<file path="src/ght_pkg.sv">
// ----------------------------------------------------------------------------
// ght_pkg
// Shared widths, operation and status codes, and the response record of the
// generational handle table.
// ----------------------------------------------------------------------------
package ght_pkg;

   localparam int FUNC_W    = 3;
   localparam int HANDLE_W  = 32;
   localparam int PAYLOAD_W = 32;
   localparam int TRK_W     = 9;
   localparam int STATUS_W  = 3;
   localparam int CFG_W     = 8;

   // smallest table size, and the size requested at reset
   localparam int MIN_SIZE   = 3;
   localparam int RESET_SIZE = 255;

   // operation codes
   localparam logic [FUNC_W-1:0] FN_ALLOC      = 3'd0;
   localparam logic [FUNC_W-1:0] FN_LOOKUP     = 3'd1;
   localparam logic [FUNC_W-1:0] FN_RELEASE    = 3'd2;
   localparam logic [FUNC_W-1:0] FN_SCAN_FIRST = 3'd3;
   localparam logic [FUNC_W-1:0] FN_SCAN_NEXT  = 3'd4;

   // status codes
   localparam logic [STATUS_W-1:0] ST_OK         = 3'd0;
   localparam logic [STATUS_W-1:0] ST_BAD_ID     = 3'd1;
   localparam logic [STATUS_W-1:0] ST_CLOSED     = 3'd2;
   localparam logic [STATUS_W-1:0] ST_STALE      = 3'd3;
   localparam logic [STATUS_W-1:0] ST_LIST_EMPTY = 3'd4;
   localparam logic [STATUS_W-1:0] ST_PAST_END   = 3'd5;

   typedef struct packed {
      logic [STATUS_W-1:0]  status;
      logic [HANDLE_W-1:0]  handle_out;
      logic [PAYLOAD_W-1:0] payload_out;
      logic [TRK_W-1:0]     tracker_out;
      logic                 found;
   } rsp_type;

endpackage

</file>
<file path="src/ght_if.sv">


interface ght_rsp_if import ght_pkg::*; ();
   logic                 valid;
   logic                 ready;
   logic [STATUS_W-1:0]  status;
   logic [HANDLE_W-1:0]  handle_out;
   logic [PAYLOAD_W-1:0] payload_out;
   logic [TRK_W-1:0]     tracker_out;
   logic                 found;

   modport source (output valid, status, handle_out, payload_out, tracker_out, found,
                   input ready);
   modport sink   (input valid, status, handle_out, payload_out, tracker_out, found,
                   output ready);
endinterface

</file>
<file path="src/ght_rsp_buf.sv">
// ----------------------------------------------------------------------------
// ght_rsp_buf
// Two-entry response queue; the head entry drives the response channel.
// ----------------------------------------------------------------------------
module ght_rsp_buf import ght_pkg::*; (
   input  logic       clock,
   input  logic       reset,
   input  logic       push,
   input  rsp_type    push_data,
   output logic       room,
   ght_rsp_if.source  rsp
);

   localparam logic [1:0] CNT_FULL = 2'd2;

   rsp_type    head_ff, head_in;
   rsp_type    tail_ff, tail_in;
   logic [1:0] cnt_ff, cnt_in;
   logic       pop;

   assign pop  = rsp.valid && rsp.ready;
   assign room = (cnt_ff != CNT_FULL);

   always_comb begin
      head_in = head_ff;
      tail_in = tail_ff;
      cnt_in  = cnt_ff + 2'(push) - 2'(pop);
      case (cnt_ff)
         2'd0: begin
            if (push) head_in = push_data;
         end
         2'd1: begin
            if (push && pop) head_in = push_data;
            else if (push)   tail_in = push_data;
         end
         2'd2: begin
            if (pop) head_in = tail_ff;
         end
         default: begin
            cnt_in = '0;
         end
      endcase
   end

   always_ff @(posedge clock) begin
      if (reset) begin
         cnt_ff <= '0;
      end else begin
         cnt_ff <= cnt_in;
      end
   end

   always_ff @(posedge clock) begin
      head_ff <= head_in;
      tail_ff <= tail_in;
   end

   assign rsp.valid       = (cnt_ff != 2'd0);
   assign rsp.status      = head_ff.status;
   assign rsp.handle_out  = head_ff.handle_out;
   assign rsp.payload_out = head_ff.payload_out;
   assign rsp.tracker_out = head_ff.tracker_out;
   assign rsp.found       = head_ff.found;

   a_no_overflow: assert property (@(posedge clock) disable iff (reset)
      push |-> (cnt_ff != CNT_FULL))
      else $error("response pushed into full queue");

   a_no_underflow: assert property (@(posedge clock) disable iff (reset)
      (cnt_ff == 2'd0) |=> (cnt_ff == 2'd0 || $past(push)))
      else $error("response count rose without a push");

   a_cnt_range: assert property (@(posedge clock) disable iff (reset)
      cnt_ff != 2'd3)
      else $error("response count out of range");

endmodule

</file>
<file path="src/flat_wrapper.sv">
// flat-port wrapper written by rule: the top's interface ports become plain ports
module ght_rsp_buf_flat import ght_pkg::*;
  (clock, reset, push, push_data, room, rsp_valid, rsp_status, rsp_handle_out, rsp_payload_out, rsp_tracker_out, rsp_found, rsp_ready);
  ght_rsp_if rsp_i ();
  input  logic clock;
  input  logic reset;
  input  logic push;
  input  rsp_type push_data;
  output logic room;
  output wire logic [$bits(rsp_i.valid)-1:0] rsp_valid;
  output wire logic [$bits(rsp_i.status)-1:0] rsp_status;
  output wire logic [$bits(rsp_i.handle_out)-1:0] rsp_handle_out;
  output wire logic [$bits(rsp_i.payload_out)-1:0] rsp_payload_out;
  output wire logic [$bits(rsp_i.tracker_out)-1:0] rsp_tracker_out;
  output wire logic [$bits(rsp_i.found)-1:0] rsp_found;
  input wire logic [$bits(rsp_i.ready)-1:0] rsp_ready;
  assign rsp_valid = rsp_i.valid;
  assign rsp_status = rsp_i.status;
  assign rsp_handle_out = rsp_i.handle_out;
  assign rsp_payload_out = rsp_i.payload_out;
  assign rsp_tracker_out = rsp_i.tracker_out;
  assign rsp_found = rsp_i.found;
  assign rsp_i.ready = rsp_ready;
  ght_rsp_buf u_core (.clock(clock), .reset(reset), .push(push), .push_data(push_data), .room(room), .rsp(rsp_i));
endmodule
</file>
<file path="config.mk">
export PLATFORM = sky130hd
export DESIGN_NAME = ght_rsp_buf_flat
export DESIGN_NICKNAME = d
export VERILOG_FILES = /design/src/ght_pkg.sv /design/src/ght_if.sv /design/src/ght_rsp_buf.sv /design/src/flat_wrapper.sv
export SDC_FILE = /design/constraint.sdc
export NUM_CORES = 1
export LEC_CHECK = 0
export BUFFER_PORTS_ARGS = -buffer_cell sky130_fd_sc_hd__buf_4
export CAP_MARGIN = 0
export CORE_MARGIN = 10
export CORE_UTILIZATION = 45
export CTS_CLUSTER_SIZE = 8
export DETAILED_ROUTE_END_ITERATION = 10
export GPL_TIMING_DRIVEN = 1
export PLACE_DENSITY = 0.7
export SLEW_MARGIN = 30
export SYNTH_ARGS = -nofsm -noshare
export SYNTH_HDL_FRONTEND = slang
export SYNTH_SLANG_ARGS = --single-unit
export TNS_END_PERCENT = 30
</file>
<file path="constraint.sdc">
create_clock -name clock -period 22.9 [get_ports clock]
set_input_delay 3.435 -clock clock [delete_from_list [all_inputs] [get_ports clock]]
set_output_delay 3.435 -clock clock [all_outputs]
set_load 0.05 [all_outputs]
</file>
# After elaboration in Yosys (flattened, before gate mapping)
# Index checks and enable logic that the tools add are counted.
[word_totals]
register_bits = 156
in_bits = 81
out_inout_bits = 79
wordCells = 34
[op_classes]
addsub = 2
eq_ne = 6
muxes = 4
bitwise = 2
n_reduce_logical = 9
[ops]
columns = ["cell", "count"]
rows = [
  ["two-way mux 77 bit", 3],
  ["one-hot mux 77 bit (3 select lines)", 1],
  ["!= test 2 x 1 -> 1 bit (second input constant)", 2],
  ["!= test 2 bit (second input constant)", 2],
  ["AND reduction 4 bit", 1],
  ["AND reduction 3 bit", 1],
  ["nonzero test 3 bit", 1],
  ["OR reduction 3 bit", 1],
  ["adder 2 x 1 -> 2 bit", 1],
  ["== test 2 x 1 -> 1 bit (second input constant)", 1],
  ["== test 2 bit (second input constant)", 1],
  ["logical AND 1 bit", 2],
  ["logical NOT 2 bit", 1],
  ["NOT 1 bit", 2],
  ["nonzero test 2 bit", 1],
  ["OR reduction 2 bit", 1],
  ["subtractor 2 x 1 -> 2 bit", 1],
]

# Depth between registers and ports, before layout
[depth]
word_depth = 5
ltp_mapped = 9

# Worst setup path before layout
# No wires, ideal clock.
[synth_timing]
path_kind = "input to register"
startpoint = "in rsp_ready"
endpoint = "reg u_core.tail_ff[0] in the netlist's numbering, enable pin"
setup_ns = 0.622
arrival_time_ns = 9.305
slack_ns = 12.973
cell_stages = 2
path_buffers = 0
path_cell_list = "or2b_1 nor3b_1"
[synth_via]
elab_chain_cells = 4
[synth_lines]
columns = ["item", "line", "text"]
rows = [
  ["from (decl)", "flat_wrapper.sv:16", "input wire logic [$bits(rsp_i.ready)-1:0] rsp_ready;"],
  ["logical AND 1 bit", "ght_rsp_buf.sv:21", "assign pop = rsp.valid && rsp.ready;"],
  ["logical AND 1 bit", "ght_rsp_buf.sv:33", "if (push && pop) head_in = push_data;"],
  ["NOT 1 bit (no line)", "-", ""],
  ["AND reduction 3 bit (no line)", "-", ""],
  ["to (signal assigned)", "ght_rsp_buf.sv:55", "tail_ff <= tail_in;"],
  ["to (decl)", "ght_rsp_buf.sv:17", "rsp_type tail_ff, tail_in;"],
]
# Every way passes these cells.
# A chain may end at the register's enable or synchronous reset.

# Final worst setup path
[layout_timing]
startpoint = "reg u_core.cnt_ff[1]"
endpoint = "out room"
[layout_via]
elab_chain_cells = 1
[layout_lines]
columns = ["item", "line", "text"]
rows = [
  ["from (decl)", "ght_rsp_buf.sv:18", "logic [1:0] cnt_ff, cnt_in;"],
  ["from (signal assigned)", "ght_rsp_buf.sv:49", "cnt_ff <= cnt_in;"],
  ["!= test 2 bit", "ght_rsp_buf.sv:22", "assign room = (cnt_ff != CNT_FULL);"],
  ["to (decl)", "flat_wrapper.sv:9", "output logic room;"],
]
# Every way passes these cells.

==> flow_metrics.tcl <==
set metrics [dict create \
    ys_top_cells_by_area "edfxtp_1, mux2_2, mux2_4, buf_4, dfxtp_1" \
    drcViolationCount 0 \
    firstDrtPassIters 4 \
    final_nets 513 \
    drv_slew 0 \
    io_pins 160 \
    ff2ff_path_depth 4 \
    drt_wl_total_mm 11.5 \
    final_cell_mix "buf_4, edfxtp_1, mux2_2, clkbuf_16, mux2_4" \
    min_path_cells 1 \
    core_area_mm2 0.0126 \
    setup_tns_ns 0 \
    crit_arrival_ns 1.32 \
    wl_per_cell_um 18.8 \
    vias_per_cell 4.80 \
    die_y_um 133 \
    instances_no_fill 615 \
    gp_congestion 0.704 \
    crit_path_end_kind "output port" \
    synth-async-reset-ratio_pct 0 \
    rows 41 \
    grt_pass1_wl_mm 17.8 \
    synth_top_area_share_pct 80.2 \
    slew_headroom_pct 47.0 \
    synth_fp_nets 340 \
    final_util_pct 62.1 \
    layout_commonest_cell "buf_4" \
    worstHoldStart "u_core.tail_ff[35]" \
    min_to "u_core.rsp.payload_out[25]" \
    synth_edf_count 154 \
    synth_area_per_cell_um2 22.3 \
    ant_nets 0 \
    layout-drive-gt1-share_pct 60.3 \
    grt_pass1_vias 3252 \
    syn_to_final_growth_pct 35.4 \
    max_freq_mhz 210 \
    ys_types 20 \
    cp_max_fo 7 \
    tritoncts "done" \
    vias 2951 \
    cts_buffers 17 \
    ctsHoldBuffers 0 \
    grt_max_degree 79 \
    skew_ns 0.00477 \
    dp_hpwl_mm 7.81 \
    setup_viol 0 \
    clk_path_buf_depth 2 \
    htree_num_levels 4 \
    post-cts-setup-buffers 0 \
    p_total_w 0.000744 \
    rsz0062_at_grt "false" \
    critPathLaunchType "register" \
    synth-seq-cells 156 \
    r2r_start "u_core.cnt_ff[1]" \
    antenna_found_initial 0 \
    io_buffers 159 \
    status "finished, final reports clean" \
    synth_flop_cell "edfxtp_1" \
    die-area_mm2 0.0177 \
    cellPowerDensity_mw_per_mm2 95.3 \
    min_path_type "register to register" \
    grtUsageTotal_pct 13.0 \
    yosys_warnings 0 \
    worstSkewPairLatency_ns 0.41 \
    root_buffer "clkbuf_16" \
    grt-ovfl-total 0 \
    r2r_slack_ns 20.38 \
    hold_viol 0 \
    antennaDiodeCount 0 \
    syn_inst 258 \
    cts.clk_slew.worst_paths_ns 0.06 \
    cpMaxStageDelayCell "dfxtp_1" \
    drt_iter0_drc 156 \
    fillCellCount 914 \
    cp.required_ns 19.47 \
    r2r_end "u_core.rsp.payload_out[28]" \
    syn_area_mm2 0.00576 \
    cts.sinks 156 \
    cts.repair.resized 0 \
    crit_path_max_incr_delay_ns 0.46 \
    cap_violations 0 \
    place_inst 584 \
    crit_type "register to output port" \
    yosysTopAreaCell "edfxtp_1" \
    path_cells "nor2b_4 > inv_1 > buf_4" \
    fp.dieW_um 133 \
    hold_slack_ns 0.543 \
    ys_seq_area_share_pct 80.9 \
    p_leak_nw 2.91 \
    min_period_over_period_pct 20.8 \
    period_needed_ns 4.76 \
    worstMarginPinSlew_ns 0.795 \
    max-vdd-ir-drop_v 0.0000620 \
    start_util_pct 45.9 \
]
[flip-flops by register name, summed over array words and instances, names as in the netlist]
signal / count
u_core.cnt_ff: 2
u_core.rsp.found: 1
u_core.rsp.handle_out: 32
u_core.rsp.payload_out: 32
u_core.rsp.status: 3
u_core.rsp.tracker_out: 9
u_core.tail_ff: 77
[power breakdown]
group          internal (W)  leakage, nW  switching, W
Sequential         0.000335         1.46    0.00000522
Combinational     0.0000353         1.14     0.0000654
Clock              0.000202        0.305      0.000101
[how the worst max path moves through the flow]
stage,startpoint,endpoint,slack (ns),cells past startpoint
final,u_core.cnt_ff[1],room,18.14,3
after global routing,u_core.cnt_ff[1],room,18.08,3
after CTS,u_core.cnt_ff[1],room,18.13,3
after detailed placement,rsp_ready,u_core.tail_ff[17],17.77,5
after global placement,rsp_ready,u_core.tail_ff[47],17.66,4
after floorplan,rsp_ready,u_core.tail_ff[0],12.97,2
[worst max-delay path, delay by kind of cell, from the launching register on]
kind | cells | cell delay [ns]
buf+inv | 2 | 0.25
flops | 1 | 0.46
simple gates | 1 | 0.21
[cells in the mapped netlist, types with 2 or more instances]
library cell and count:
mux2_2 69, buf_4 6, inv_1 4, edfxtp_1 154
mux2_4 8, buf_6 2, dfxtp_1 2
[stage by stage]
stage,area (um2),setup slack [ns]
floorplan,5760,12.97
finish,7800,18.14
global placement,7120,17.66
global route,7800,18.08
detailed placement,7170,17.77
CTS,7800,18.13
[cell type report]
cell class	instances	area, um2	area share [%]
clock buffers	21	440	5.64
clock inverters	10	195	2.50
inverters	4	15.0	0.192
multi-input cells	89	1010	13.0
flip-flops and latches	156	4660	59.8
well taps	172	215	2.76
repair buffers	163	1260	16.1
[layer usage]
layer	share of wire (%)	global-route usage [%]	up-vias
li1	-	-	1373
met5	0	0	-
met4	1.8	5.74	0
met2	48	19.6	114
met1	42	15.7	1448
met3	8.3	5.94	16
[kinds of logic after synthesis]
logic type      share of synthesized area (%)
compound gates                          0.499
fa+ha+maj                               0.217
buf+inv                                  1.78
flops                                    80.9
mux                                      15.6
simple gates                             1.02
No activity file was read; power rests on OpenSTA's default activity.
